===== src/trcs_pkg.sv =====
`default_nettype none
package trcs_pkg;

   // Longest row handled; columns run from 1 to MAX_LINE.
   localparam int MAX_LINE = 4096;
   localparam int POS_W    = $clog2(MAX_LINE);
   localparam int COL_W    = POS_W + 1;
   localparam int CHAR_W   = 21;
   localparam int KIND_W   = 3;

   // An input item causes at most this many result items.
   localparam int MAX_RES  = 3;
   localparam int NRES_W   = 2;

   localparam int QUEUE_DEPTH = 8;
   localparam int PTR_W       = $clog2(QUEUE_DEPTH);
   localparam int CNT_W       = PTR_W + 1;

   localparam int REQ_DATA_W = ((CHAR_W + 7) / 8) * 8;
   localparam int RSP_PAY_W  = COL_W + CHAR_W + POS_W;
   localparam int RSP_DATA_W = ((RSP_PAY_W + 7) / 8) * 8;

   localparam logic [CHAR_W-1:0] CH_PIPE   = CHAR_W'(32'h7C);
   localparam logic [CHAR_W-1:0] CH_BSLASH = CHAR_W'(32'h5C);
   localparam logic [CHAR_W-1:0] CH_N      = CHAR_W'(32'h6E);
   localparam logic [CHAR_W-1:0] CH_NL     = CHAR_W'(32'h0A);
   localparam logic [CHAR_W-1:0] CH_SPACE  = CHAR_W'(32'h20);

   localparam logic [KIND_W-1:0] K_START  = 3'd0;
   localparam logic [KIND_W-1:0] K_TEXT   = 3'd1;
   localparam logic [KIND_W-1:0] K_SPACES = 3'd2;
   localparam logic [KIND_W-1:0] K_END    = 3'd3;
   localparam logic [KIND_W-1:0] K_DROP   = 3'd4;
   localparam logic [KIND_W-1:0] K_DONE   = 3'd5;

   typedef struct packed {
      logic [KIND_W-1:0] kind;
      logic [COL_W-1:0]  column;
      logic [CHAR_W-1:0] out_char;
      logic [POS_W-1:0]  run_length;
      logic              last_of_run;
   } trcs_res_type;

   // All result items caused by one input item, lowest index first.
   typedef struct packed {
      logic [NRES_W-1:0]               count;
      trcs_res_type [MAX_RES-1:0]      res;
   } trcs_batch_type;

endpackage
`default_nettype wire


===== src/trcs_core.sv =====
`default_nettype none
module trcs_core (
   input  wire logic                          clock,
   input  wire logic                          reset,
   input  wire logic                          accept,
   input  wire logic [trcs_pkg::CHAR_W-1:0]   char_code,
   input  wire logic                          char_valid,
   input  wire logic                          end_of_line,
   output trcs_pkg::trcs_batch_type           batch
);
   import trcs_pkg::*;

   logic             in_cell_ff, in_cell_in;
   logic             esc_ff, esc_in;
   logic             started_ff, started_in;
   logic [POS_W-1:0] pos_ff, pos_in;
   logic [POS_W-1:0] spaces_ff, spaces_in;

   function automatic trcs_res_type mk(input logic [KIND_W-1:0] kind,
                                       input logic [COL_W-1:0] col,
                                       input logic [CHAR_W-1:0] ch,
                                       input logic [POS_W-1:0] run);
      trcs_res_type r;
      r.kind        = kind;
      r.column      = col;
      r.out_char    = ch;
      r.run_length  = run;
      r.last_of_run = 1'b0;
      return r;
   endfunction

   always_comb begin
      trcs_res_type [MAX_RES-1:0] res;
      logic [NRES_W-1:0]          n;
      logic [COL_W-1:0]           col;
      logic [POS_W-1:0]           spaces_inc;

      res        = '0;
      n          = '0;
      col        = COL_W'(pos_ff) + COL_W'(1);
      spaces_inc = (spaces_ff == POS_W'(MAX_LINE - 1)) ? spaces_ff : spaces_ff + POS_W'(1);

      in_cell_in = in_cell_ff;
      esc_in     = esc_ff;
      started_in = started_ff;
      pos_in     = pos_ff;
      spaces_in  = spaces_ff;

      if (char_valid) begin
         if (pos_ff != POS_W'(MAX_LINE - 1)) begin
            pos_in = pos_ff + POS_W'(1);
         end
         if (!in_cell_ff) begin
            // Before the first pipe only escapes are tracked.
            if (esc_ff) begin
               esc_in = 1'b0;
            end else if (char_code == CH_BSLASH) begin
               esc_in = 1'b1;
            end else if (char_code == CH_PIPE) begin
               in_cell_in = 1'b1;
            end
         end else if (esc_ff) begin
            esc_in = 1'b0;
            if (end_of_line) begin
               res[n] = mk(K_DROP, '0, '0, '0);
               n = n + NRES_W'(1);
            end else if (char_code == CH_N) begin
               res[n] = mk(K_TEXT, '0, CH_NL, '0);
               n = n + NRES_W'(1);
            end else if (char_code == CH_PIPE || char_code == CH_BSLASH) begin
               res[n] = mk(K_TEXT, '0, char_code, '0);
               n = n + NRES_W'(1);
            end else if (char_code == CH_SPACE) begin
               // The backslash stays, the space is held like any other.
               res[n] = mk(K_TEXT, '0, CH_BSLASH, '0);
               n = n + NRES_W'(1);
               spaces_in = spaces_inc;
            end else begin
               res[n] = mk(K_TEXT, '0, CH_BSLASH, '0);
               n = n + NRES_W'(1);
               res[n] = mk(K_TEXT, '0, char_code, '0);
               n = n + NRES_W'(1);
            end
         end else if (char_code == CH_PIPE) begin
            if (!started_ff) begin
               res[n] = mk(K_START, col, '0, '0);
               n = n + NRES_W'(1);
            end
            res[n] = mk(K_END, '0, '0, '0);
            n = n + NRES_W'(1);
            started_in = 1'b0;
            spaces_in  = '0;
         end else if (char_code == CH_SPACE) begin
            if (started_ff) begin
               if (end_of_line) begin
                  res[n] = mk(K_DROP, '0, '0, '0);
                  n = n + NRES_W'(1);
               end else begin
                  spaces_in = spaces_inc;
               end
            end
         end else if (end_of_line) begin
            res[n] = mk(K_DROP, '0, '0, '0);
            n = n + NRES_W'(1);
         end else begin
            if (!started_ff) begin
               res[n] = mk(K_START, col, '0, '0);
               n = n + NRES_W'(1);
               started_in = 1'b1;
            end else if (spaces_ff != '0) begin
               res[n] = mk(K_SPACES, '0, '0, spaces_ff);
               n = n + NRES_W'(1);
               spaces_in = '0;
            end
            if (char_code == CH_BSLASH) begin
               esc_in = 1'b1;
            end else begin
               res[n] = mk(K_TEXT, '0, char_code, '0);
               n = n + NRES_W'(1);
            end
         end
      end else if (end_of_line && in_cell_ff && (started_ff || esc_ff)) begin
         res[n] = mk(K_DROP, '0, '0, '0);
         n = n + NRES_W'(1);
      end

      if (end_of_line) begin
         res[n] = mk(K_DONE, '0, '0, '0);
         n = n + NRES_W'(1);
         in_cell_in = 1'b0;
         esc_in     = 1'b0;
         started_in = 1'b0;
         pos_in     = '0;
         spaces_in  = '0;
      end

      if (n != '0) begin
         res[n - NRES_W'(1)].last_of_run = 1'b1;
      end

      batch.count = n;
      batch.res   = res;
   end

   always_ff @(posedge clock) begin
      if (reset) begin
         in_cell_ff <= 1'b0;
         esc_ff     <= 1'b0;
         started_ff <= 1'b0;
         pos_ff     <= '0;
         spaces_ff  <= '0;
      end else if (accept) begin
         in_cell_ff <= in_cell_in;
         esc_ff     <= esc_in;
         started_ff <= started_in;
         pos_ff     <= pos_in;
         spaces_ff  <= spaces_in;
      end
   end

endmodule
`default_nettype wire


===== src/trcs_queue.sv =====
`default_nettype none
module trcs_queue (
   input  wire logic                     clock,
   input  wire logic                     reset,
   input  wire logic                     push,
   input  wire trcs_pkg::trcs_batch_type batch,
   output logic                          room,
   output logic                          out_valid,
   input  wire logic                     out_ready,
   output trcs_pkg::trcs_res_type        out_res
);
   import trcs_pkg::*;

   trcs_res_type     mem [QUEUE_DEPTH];
   logic [PTR_W-1:0] wr_ptr_ff, wr_ptr_in;
   logic [PTR_W-1:0] rd_ptr_ff, rd_ptr_in;
   logic [CNT_W-1:0] cnt_ff, cnt_in;
   logic [CNT_W-1:0] wr_n;
   logic             pop;

   assign wr_n      = push ? CNT_W'(batch.count) : '0;
   assign pop       = out_valid && out_ready;
   assign out_valid = (cnt_ff != '0);
   assign out_res   = mem[rd_ptr_ff];
   // Room for a full batch is decided from the stored count alone.
   assign room      = (cnt_ff <= CNT_W'(QUEUE_DEPTH - MAX_RES));

   assign wr_ptr_in = wr_ptr_ff + PTR_W'(wr_n);
   assign rd_ptr_in = rd_ptr_ff + PTR_W'(pop);
   assign cnt_in    = cnt_ff + wr_n - CNT_W'(pop);

   always_ff @(posedge clock) begin
      for (int i = 0; i < MAX_RES; i++) begin
         if (push && (NRES_W'(i) < batch.count)) begin
            mem[wr_ptr_ff + PTR_W'(i)] <= batch.res[i];
         end
      end
   end

   always_ff @(posedge clock) begin
      if (reset) begin
         wr_ptr_ff <= '0;
         rd_ptr_ff <= '0;
         cnt_ff    <= '0;
      end else begin
         wr_ptr_ff <= wr_ptr_in;
         rd_ptr_ff <= rd_ptr_in;
         cnt_ff    <= cnt_in;
      end
   end

endmodule
`default_nettype wire


===== src/table_row_cell_splitter.sv =====
// The result items of an input item are written to the result queue when the item is taken and are
// offered from there behind any results still waiting. Throughput: one input item per cycle while
// each item causes at most one result item and the queue has room; results of an item causing two
// or three are absorbed by an eight-entry result queue that drains one item per cycle while rsp_tready is high.
// Reset: synchronous, active high; clears the row state and empties the result queue.
`default_nettype none
module table_row_cell_splitter (
   input  wire logic                              clock,
   input  wire logic                              reset,
   // Input item: one code point of the row.
   input  wire logic                              req_tvalid,
   output logic                                   req_tready,
   input  wire logic [trcs_pkg::REQ_DATA_W-1:0]   req_tdata,  // [20:0] char_code, rest zero
   input  wire logic                              req_tuser,  // [0] char_valid
   input  wire logic                              req_tlast,  // end_of_line
   // Result item.
   output logic                                   rsp_tvalid,
   input  wire logic                              rsp_tready,
   output logic [trcs_pkg::RSP_DATA_W-1:0]        rsp_tdata,  // [12:0] column, [33:13] out_char,
                                                              // [45:34] run_length, rest zero
   output logic [trcs_pkg::KIND_W-1:0]            rsp_tuser,  // [2:0] kind
   output logic                                   rsp_tlast   // last_of_run
);
   import trcs_pkg::*;

   logic           accept;
   trcs_batch_type batch;
   trcs_res_type   head;
   logic           room;

   // An item is taken whenever the queue can hold every result it may cause, so the input
   // side keeps moving while earlier results still wait on the output side.
   assign req_tready = room;
   assign accept     = req_tvalid && req_tready;

   // The splitter decides all results of an item in one pass of combinational logic from the
   // input and the registered row state (cell phase, escape, start flag, column, held spaces).
   trcs_core u_core (
      .clock       (clock),
      .reset       (reset),
      .accept      (accept),
      .char_code   (req_tdata[CHAR_W-1:0]),
      .char_valid  (req_tuser),
      .end_of_line (req_tlast),
      .batch       (batch)
   );

   // Up to three results per item are written in one cycle and leave one per cycle while rsp_tready is high.
   trcs_queue u_queue (
      .clock     (clock),
      .reset     (reset),
      .push      (accept),
      .batch     (batch),
      .room      (room),
      .out_valid (rsp_tvalid),
      .out_ready (rsp_tready),
      .out_res   (head)
   );

   assign rsp_tdata = RSP_DATA_W'({head.run_length, head.out_char, head.column});
   assign rsp_tuser = head.kind;
   assign rsp_tlast = head.last_of_run;

endmodule
`default_nettype wire


===== config.mk =====
export PLATFORM = sky130hd
export DESIGN_NAME = table_row_cell_splitter
export DESIGN_NICKNAME = d
export VERILOG_FILES = /design/src/trcs_pkg.sv /design/src/trcs_core.sv /design/src/trcs_queue.sv /design/src/table_row_cell_splitter.sv
export SDC_FILE = /design/constraint.sdc
export NUM_CORES = 1
export LEC_CHECK = 0
export BUFFER_PORTS_ARGS = -buffer_cell sky130_fd_sc_hd__buf_4
export CAP_MARGIN = 5
export CORE_MARGIN = 2
export CORE_UTILIZATION = 35
export CTS_CLUSTER_SIZE = 14
export DETAILED_ROUTE_END_ITERATION = 16
export SETUP_SLACK_MARGIN = 0.4
export SYNTH_ARGS = -nofsm -noshare
export SYNTH_HDL_FRONTEND = slang
export SYNTH_SLANG_ARGS = --single-unit

===== constraint.sdc =====
create_clock -name clock -period 9.7 [get_ports clock]
set_input_delay 1.455 -clock clock [delete_from_list [all_inputs] [get_ports clock]]
set_output_delay 1.455 -clock clock [all_outputs]
set_load 0.02 [all_outputs]

==> key figures, run 1 <==
Outcome
  • Outcome: finished clean

Routing
  • DRT iter0 DRCs: around 1,400
  • Top Metal Used: met4
  • WL met1: 25,200 um
  • Vias per cell: 5.46
  • DRC errors left: 0
  • Post-DRT Antenna Nets: 0
  • Wire length per cell: 23.3 um
  • DR pass1 iterations: 7
  • Vias: 13,800
  • Routed wl met2: 27,800 um
  • DR WL met3: about 4400 um
  • Routed WL: 59,000 um

Synthesis
  • Synth top area share: 56.2%
  • Synth Instances: 1,655
  • Post-synth EDFFs: 400
  • Cell taking the most area after synthesis: edfxtp_1
  • Yosys reg bits: 437
  • Xor/xnor cell area share of the yosys netlist: 0.983%
  • Async set or reset register ratio after synthesis: 0%
  • Mux share of post-synthesis cell area: roughly 15%
  • Top cells by area, synth: edfxtp_1 56%, mux4_2 11%, nor2_1 4.9%
  • Simple-gate portion of the synthesized area: between 10% and 20%
  • Synth Area per Inst: 12.9 sq um
  • Top FF cell, synth: edfxtp_1
  • Synth unique cells: 68
  • Ys Warns: 0
  • Synth Cell Area: roughly 21,000 sq um
  • Seq/Total Area, Yosys: 59.6%
  • Combinational family with the most area after synthesis: simple AND/OR/NAND/NOR gates
  • Post-synthesis adder-cell area fraction: 1.30%
  • Compound-gate portion of the synthesized area: 5.27%

Setup path
  • Worst Setup End Kind: flip-flop
  • Crit path launch type: primary input
  • Crit-path leading delay family: simple AND/OR/NAND/NOR gates
  • CP most frequent cell: buf_4
  • CP max FO: 26
  • Worst path required time: about 9.9 ns
  • CP Depth: 17
  • Crit path arrival time: 7.23 ns
  • CP Cell Sequence: buf_4 > nor4_2 > nand3_1 > nor3_1 > nand2_1 > ha_1 > nor3_1 > or3_1 > o31ai_1 > ha_1 > nand2_1 > o211ai_1 > a211oi_2 > buf_4 > or2_1 > o21bai_4 > buf_4
  • Setup CP Type: in2reg
  • Worst path max stage delay: between 0.8 and 0.9 ns
  • Slowest-stage cell, CP: nor4_2
  • Reg2reg path depth: 17
  • CP bufs+invs: 3

Clocking
  • Post-cts resize count: 0
  • Max Root-Sink Buffers: 3
  • CTS root buf: clkbuf_16
  • Worst-Skew Late Latency: 0.58 ns
  • Clk sinks: 437
  • Max H-tree Level: 2
  • Post-CTS setup buffer count: 0
  • CTS tree: built
  • Clk slew on worst S/H paths: 0.06 ns
  • # hold bufs at CTS: 0
  • Inserted Clock Buffers: 46

GRT
  • Largest net degree at the start of global routing: 69
  • Total GRT Usage: 18.8%
  • Number of global-route vias before repair: 13,900
  • First-pass GRT wire length: 88,600 um
  • Gr ovfl total: 0
  • Initial antenna violation count: 0

Place
  • Final HPWL DP: 35,900 um
  • GPL Wtd Cong: 0.915
  • Pre-CTS setup slack: 2.11 ns
  • Number of buffers added on ports: 78
  • DP Cell Count: 2,447

Pwr
  • Clock Power Share: 33.9%
  • NetSw: about 1.4 mW
  • Internal power: approximately 3.7 mW
  • Leakage: 8.98 nW
  • Pwr dens: about 210 nW/um^2
  • Comb power frac: roughly 23%
  • Maximum VDD drop: between 0.1 and 0.15 mV
  • Sw frac: 27.9%
  • Sequential Power Share: 43.3%
  • Power Total: 5.14 mW

Final layout
  • Diode count: 0
  • Post-route insts no fill: 2,533
  • Most frequent cells in the layout: 400 x edfxtp_1, 280 x nor2_1, 147 x nand2_1
  • Share of cells above drive strength 1: 21.2%
  • Commonest non-fill, non-tap cell in the layout: edfxtp_1
  • Area Growth Syn to Fin: 13.9%
  • Nets: 1,765

Floorplanning
  • Starting Density: 35.4%
  • Die area: 63,100 sq um
  • Die W: 251 um
  • Core box area: just over 60,000 sq um
  • Boundary pin count: 84
  • Die Height: around 250 um
  • Row cnt: 90

STA
  • Worst Tran Pin Value: 1.42 ns
  • Fin Setup TNS: 0 ns
  • Slew headroom: under 10%
  • Worst Slack Setup Final: roughly 2.7 ns
  • Final critical-path required period: 7.01 ns
  • Max frequency: 143 MHz
  • RSZ-0062 raised after global routing: false
  • Final Hold Fails: 0
  • Fin crit share: 72.2%
  • Max-slew violations: 0
  • Final setup violation count: 0
  • Setup Skew: 0.0213 ns

Min path
  • HP Class: reg2reg
  • Hold Path Depth: 2

Run
  • Max cap viols: 0
through the flow:
stage	cell area, sq um	util, %	hold slack [ns]
2_1_floorplan	21400	-	0.478
3_3_place_gp	22900	37.9	0.498
3_5_place_dp	22900	37.9	0.506
4_1_cts	24300	40.3	0.515
5_1_grt	24300	40.3	0.559
6_report	24300	40.3	0.517
worst register-to-register path, cell delays in order (launching register included):
cell,delay [ns]
dfxtp_1,0.39
inv_1,0.09
ha_1,0.20
nor4b_1,0.14
and3_1,0.22
nand2_1,0.13
ha_1,0.15
or4b_2,0.59
a31oi_1,0.24
nor3_1,0.14
ha_1,0.33
nand2_1,0.17
o211ai_1,0.49
a211oi_2,0.32
buf_4,0.27
or2_1,0.16
o21bai_4,0.49
buf_4,0.50
sequential cells by signal (all words and copies together) (netlist names):
name               count
u_queue.wr_ptr_ff      3
u_core.started_ff      1
u_queue.cnt_ff         4
u_core.spaces_ff      12
u_queue.rd_ptr_ff      3
u_core.esc_ff          1
u_core.pos_ff         12
u_queue.mem          400
u_core.in_cell_ff      1
power by group through the flow:
stage / clock network, mW / logic, mW / registers (mW)
final: 1.74 / 1.17 / 2.23
after global routing: 1.84 / 1.25 / 2.24
after CTS: 1.77 / 1.20 / 2.23
after detailed placement: 0 / 1.20 / 2.27
after global placement: 0 / 1.19 / 2.27
after floorplan: 0 / 0.820 / 2.21
cells by family after synthesis:
logic type,Yosys count
compound gates,179
xor+xnor,24
fa+ha+maj,21
buf+inv,125
flops,437
mux,180
other cells,1
simple gates,688
Yosys cell counts (all sizes together) (3+ instances only):
cell type,count
clkbuf,42
o21bai,9
and3,8
mux2i,30
nor4,6
a41oi,3
nor2,280
or2,7
and2,135
a31oi,3
nand3,30
o21a,3
nor2b,9
o31ai,3
inv,18
or4,3
xnor2,15
buf,65
xor2,9
nand2,147
a211oi,10
ha,19
nand3b,7
dfxtp,37
a21oi,77
a211o,9
mux2,50
mux4,100
edfxtp,400
o21ai,45
nand2b,11
nor3,17
and4,7
or3,9
path summary, 6_finish.rpt:
| kind | from | to | slack, ns |
|---|---|---|---|
| worst max-delay path | req_tdata[9] | u_queue.mem[4][12] | 2.69 |
| worst min-delay path | u_core.pos_ff[8] | u_core.pos_ff[8] | 0.52 |
| worst max register to register | u_core.spaces_ff[0] | u_queue.mem[4][12] | 4.31 |
| worst min register to register | u_core.pos_ff[8] | u_core.pos_ff[8] | 0.52 |
layout make-up:
type,count,area (sq um)
fillers,5606,36000
flip-flops and latches,437,12800
multi-input cells,1094,8110
clock buffers,62,1240
well taps,782,978
repair buffers,117,953
clock inverters,23,239
inverters,18,67.6
metal layers:
metal / global-route usage (%) / up-vias
li1: - / 6179
met4: 5.77 / 0
met3: 3.30 / 89
met1: 25.9 / 7009
met5: 0 / -
met2: 30.5 / 549
Note: power is estimated with default switching activity, not from simulation.
==> inputs of run 2 (changes only) <==
- clock period: 9.7 -> 6.93 ns (I/O delays scaled with it)
==> key figures, run 2 (same netlist as run 1, synthesis figures left out) <==
Setup path
  • Crit path arrival time: 5.88 ns
  • CP Cell Sequence: buf_4 > or4_4 > or3_1 > nor3_1 > nand2_1 > ha_1 > nor3_1 > buf_4 > or3_1 > o31ai_1 > ha_1 > nand2_1 > o21a_1 > o211ai_1 > o21bai_4 > buf_12
  • Worst path max stage delay: 0.81 ns
  • Worst R2R End: u_queue.mem[3][2]
  • CP max FO: 17
  • Reg-to-reg critical path startpoint: u_core.spaces_ff[0]
  • FF-to-FF setup slack: 2.12 ns
  • Worst Setup End Kind: flip-flop
  • Crit-path leading delay family: simple AND/OR/NAND/NOR gates
  • Setup CP Type: in2reg
  • Slowest-stage cell, CP: o21bai_4
  • Worst path required time: 7.20 ns
  • Crit path launch type: primary input
  • Reg2reg path depth: 15
  • CP bufs+invs: 3

Clocking
  • Max H-tree Level: 2
  • Inserted Clock Buffers: 46
  • CTS tree: built
  • Worst-Skew Late Latency: 0.58 ns
  • Clk sinks: 437
  • Post-CTS setup buffer count: 0
  • Clk slew on worst S/H paths: 0.06 ns
  • CTS root buf: clkbuf_16
  • Post-cts resize count: 0
  • Max Root-Sink Buffers: 3
  • # hold bufs at CTS: 0

STA
  • Final setup violation count: 0
  • RSZ-0062 raised after global routing: false
  • Final critical-path required period: 5.61 ns
  • Max-slew violations: 0
  • Max frequency: roughly 180 MHz
  • Fin crit share: 81.0%
  • Final Hold Fails: 0
  • Setup Skew: 0.0220 ns
  • Worst Tran Pin Value: between 0.9 and 1 ns
  • Fin Setup TNS: 0 ns
  • Hold WS: 0.513 ns
  • Slew headroom: 34.4%

Final layout
  • Share of cells above drive strength 1: 22.1%
  • Largest regs: u_queue.mem (400), u_core.pos_ff (12), u_core.spaces_ff (12)
  • Nets: roughly 1,800
  • Area Growth Syn to Fin: 15.2%
  • Max reg flops: 400
  • Most frequent cells in the layout: 400 x edfxtp_1, 280 x nor2_1, 147 x nand2_1
  • Fillcell total: roughly 5,600
  • Commonest non-fill, non-tap cell in the layout: edfxtp_1
  • Register area: ~13,000 sq um
  • Multi-input gate area: 8080 sq um
  • Most flop-heavy register: u_queue.mem
  • Diode count: 0

GRT
  • Largest net degree at the start of global routing: slightly below 60
  • Total GRT Usage: 18.9%
  • First-pass GRT wire length: 89,000 um
  • Initial antenna violation count: 1
  • Gr ovfl total: 0
  • Number of global-route vias before repair: approximately 14,000

Pwr
  • Sequential Power Share: between 40% and 50%
  • NetSw: 2.04 mW
  • Maximum VDD drop: 0.203 mV
  • Clock Power Share: 34.3%
  • Internal power: 5.23 mW
  • Pwr dens: 295 nW/um^2
  • Comb power frac: 22.5%
  • Sw frac: 28.0%
  • Leakage: ~9.1 nW

Floorplanning
  • Core box area: about 60,000 sq um
  • Row cnt: 90
  • Die area: roughly 63,000 sq um
  • Starting Density: 35.4%
  • Die Height: 251 um
  • Die W: 251 um
  • Boundary pin count: 84

Min path
  • Worst Hold End: u_core.pos_ff[8]
  • HP Class: reg2reg
  • Hold Path Depth: 2
  • Hold_sp: u_core.pos_ff[8]

Place
  • Final HPWL DP: 36,800 um
  • Number of buffers added on ports: 78
  • GPL Wtd Cong: 0.898

Routing
  • DRT iter0 DRCs: 1,323
  • DRC errors left: 0
  • DR pass1 iterations: 5
  • Vias: 14,000
  • Post-DRT Antenna Nets: 0
  • Wire length per cell: 23.3 um
  • Routed WL: 59,800 um
  • Vias per cell: around 5.5

Run
  • Max cap viols: 0

Outcome
  • Outcome: finished clean
run 2: cell types whose count changed in the layout (fill, tap and decap cells not counted), moves of 2 or more:
cell / previous run / this run
a21oi_1: 69 / 77
clkinv_8: 2 / 0
a21oi_2: 8 / 0
clkinv_1: 5 / 11
clkbuf_1: 14 / 7
clkinv_2: 10 / 7
buf_12: 6 / 12
buf_4: 111 / 132
clkinvlp_4: 0 / 4
run 2: final cells by class:
class                   instances  share of cell area (%)
well taps                     782                    3.97
multi-input cells            1094                    32.8
clock inverters                32                    1.27
repair buffers                146                    5.05
flip-flops and latches        437                    51.8
clock buffers                  54                    4.88
inverters                      18                   0.274
run 2: how the worst max path moves through the flow:
stage                 startpoint            endpoint  slack [ns]  cells past startpoint
CTS                 req_tdata[7]  u_queue.mem[3][11]        1.39                     16
global placement    req_tdata[7]  u_queue.mem[1][10]        0.86                     16
floorplan           req_tdata[7]   u_queue.mem[0][0]        0.05                     14
global route        req_tdata[7]  u_queue.mem[3][30]        1.10                     19
finish              req_tdata[7]   u_queue.mem[3][2]        1.32                     16
detailed placement  req_tdata[7]  u_queue.mem[3][11]        0.78                     16
run 2: per-stage QoR:
stage	setup slack [ns]	instances	cell area [sq um]	utilization (%)	power (mW)
detailed placement	0.784	2475	23100	38.3	4.88
floorplan	0.0540	1656	21400	-	4.24
global placement	0.859	2475	23100	38.3	4.86
CTS	1.39	2561	24600	40.8	7.37
global route	1.10	2563	24600	40.8	7.55
finish	1.32	2563	24600	40.8	7.27
run 2: layer usage:
layer  routed length (um)  part of all wire (%)  GRT usage [%]
met1                24700                    41           25.1
met2                28400                    48           30.8
met3                 4720                   7.9           3.86
met4                 2020                   3.4           7.02
met5                    0                     0              0
run 2: power groups by stage:
stage | clock network (mW) | logic (mW) | registers [mW]
finish | 2.49 | 1.64 | 3.14
global placement | 0 | 1.66 | 3.20
detailed placement | 0 | 1.67 | 3.21
CTS | 2.54 | 1.68 | 3.15
floorplan | 0 | 1.15 | 3.10
global route | 2.64 | 1.75 | 3.17
run 2: worst reg2reg max path: stages (launching register included):
cell and delay [ns]:
dfxtp_1 0.38, inv_1 0.09, ha_1 0.21, nor4b_1 0.14, and3_1 0.22, nand2_1 0.14, ha_1 0.15, or4b_2 0.58
a31oi_1 0.27, nor3_1 0.15, ha_1 0.33, nand2_1 0.16, o21a_1 0.22, o211ai_1 0.35, o21bai_4 0.81, buf_12 0.29
==> inputs of run 3 (changes only) <==
- clock period: 6.93 -> 5.3 ns (I/O delays scaled with it)
==> key figures, run 3 (same netlist as run 1, synthesis figures left out) <==
Outcome
  • Outcome: finished clean

Floorplanning
  • Starting Density: 35.4%
  • Row cnt: 90
  • Die W: 251 um
  • Die Height: 251 um
  • Core box area: approximately 60,000 sq um
  • Boundary pin count: between 80 and 90
  • Die area: approximately 63,000 sq um

STA
  • RSZ-0062 raised after global routing: false
  • Hold WS: 0.515 ns
  • Max frequency: 214 MHz
  • Worst Tran Pin Value: 1.34 ns
  • Max-slew violations: 0
  • Final Hold Fails: 0
  • Final critical-path required period: 4.67 ns
  • Final setup violation count: 0
  • Fin crit share: 88.1%
  • Setup Skew: 0.0269 ns
  • Slew headroom: 9.75%
  • Fin Setup TNS: 0 ns

GRT
  • Initial antenna violation count: 1
  • Gr ovfl total: 0
  • First-pass GRT wire length: 86,000 um
  • Number of global-route vias before repair: roughly 14,000
  • Total GRT Usage: 18.2%
  • Largest net degree at the start of global routing: 65

Place
  • Final HPWL DP: 35,500 um
  • DP Cell Count: ~2,500
  • Number of buffers added on ports: 78
  • GPL Wtd Cong: 0.903

Setup path
  • Crit path arrival time: about 5 ns
  • Worst Setup End Kind: flip-flop
  • Reg-to-reg critical path startpoint: u_core.spaces_ff[0]
  • FF-to-FF setup slack: roughly 0.76 ns
  • CP max FO: 9
  • Crit path launch type: primary input
  • Reg2reg path depth: 20
  • Worst R2R End: u_queue.mem[4][10]
  • Setup CP Type: in2reg
  • Worst path required time: 5.70 ns

Final layout
  • Most frequent cells in the layout: 400 x edfxtp_1, 279 x nor2_1, 140 x nand2_1
  • Multi-input gate area: 8160 sq um
  • Commonest non-fill, non-tap cell in the layout: edfxtp_1
  • Share of cells above drive strength 1: 22.9%
  • Post-route insts no fill: around 2,600
  • Register area: about 13,000 sq um
  • Max reg flops: 400
  • Fillcell total: 5,600
  • Largest regs: u_queue.mem (400), u_core.pos_ff (12), u_core.spaces_ff (12)
  • Final Core Density: between 40% and 50%
  • Nets: 1,808
  • Most flop-heavy register: u_queue.mem
  • Area Growth Syn to Fin: 16.1%
  • Diode count: 0

Routing
  • Vias per cell: 5.37
  • Post-DRT Antenna Nets: 0
  • Wire length per cell: 22.4 um
  • DRT iter0 DRCs: roughly 1,100
  • Routed WL: 57,500 um
  • DRC errors left: 0
  • DR pass1 iterations: 5
  • Vias: 13,800

Pwr
  • Maximum VDD drop: 0.265 mV
  • Leakage: 9.22 nW
  • Pwr dens: 376 nW/um^2

Min path
  • HP Class: reg2reg
  • Worst Hold End: u_core.pos_ff[8]
  • Hold_sp: u_core.pos_ff[8]
  • Hold Path Depth: 2

Clocking
  • Max H-tree Level: 2
  • Max Root-Sink Buffers: 3
  • Clk sinks: roughly 440
  • CTS root buf: clkbuf_16
  • Worst-Skew Late Latency: 0.58 ns
  • Clk slew on worst S/H paths: 0.06 ns
  • Post-CTS setup buffer count: 0
  • Inserted Clock Buffers: 46
  • # hold bufs at CTS: 0
  • CTS tree: built

Run
  • Max cap viols: 0
[run 3: worst max path at each step]
| stage | endpoint | startpoint | slack, ns |
|---|---|---|---|
| final | u_queue.mem[4][10] | req_tdata[18] | 0.63 |
| after global routing | u_queue.mem[1][12] | req_tdata[18] | 0.46 |
| after CTS | u_queue.mem[4][12] | req_tdata[18] | 0.60 |
| after detailed placement | u_queue.mem[4][12] | req_tdata[18] | 0.04 |
| after global placement | u_queue.mem[7][12] | req_tdata[18] | 0.10 |
| after floorplan | u_queue.mem[1][0] | req_tdata[18] | 0.27 |
[run 3: critical path, cell delays in order]
cell	delay, ns
buf_4	0.14
or4_4	0.60
or3_1	0.43
nor3_4	0.23
nand2_2	0.12
ha_4	0.29
nor3_4	0.04
or3_1	0.33
o31ai_2	0.09
inv_1	0.10
ha_1	0.23
nand2_1	0.09
nand2_1	0.20
or2_2	0.39
nor2_1	0.10
nand2_1	0.06
a21oi_1	0.27
buf_4	0.20
nand2_1	0.19
nor2_1	0.16
[run 3: metal layers]
metal | GRT usage (%) | vias to the layer above | wire (um)
met4 | 5.92 | 0 | 1520
met5 | 0 | - | 0
met1 | 23.4 | 6953 | 23500
li1 | - | 6260 | -
met2 | 30.6 | 485 | 28200
met3 | 3.92 | 94 | 4300
[run 3: through the flow]
step                total power, mW  instance area [sq um]  worst slack [ns]
CTS                            9.45                  24800             0.603
global placement               6.35                  23400             0.104
detailed placement             6.37                  23400            0.0368
floorplan                      5.56                  21600             0.272
finish                         9.35                  24800             0.633
global route                   9.71                  24800             0.463
[run 3: power by group]
group	switching (mW)	internal, mW	leakage [nW]
clock network	1.32	1.78	0.682
registers	0.132	3.93	4.24
logic	1.16	1.03	4.29
total	2.61	6.74	9.22
[run 3: area by class of cell]
type	instances	area share, %
inverter	18	0.272
multi-input combinational	1094	32.8
timing repair buffer	160	5.94
clock buffer	64	4.99
tap	782	3.94
clock inverter	14	0.640
sequential	437	51.4
[run 3: timing repair]
item / 4_1_cts / 5_1_grt
endpoints found under the setup margin: 0 / 12
resized for setup: 0 / 3
hold endpoints to repair: 0 / 0
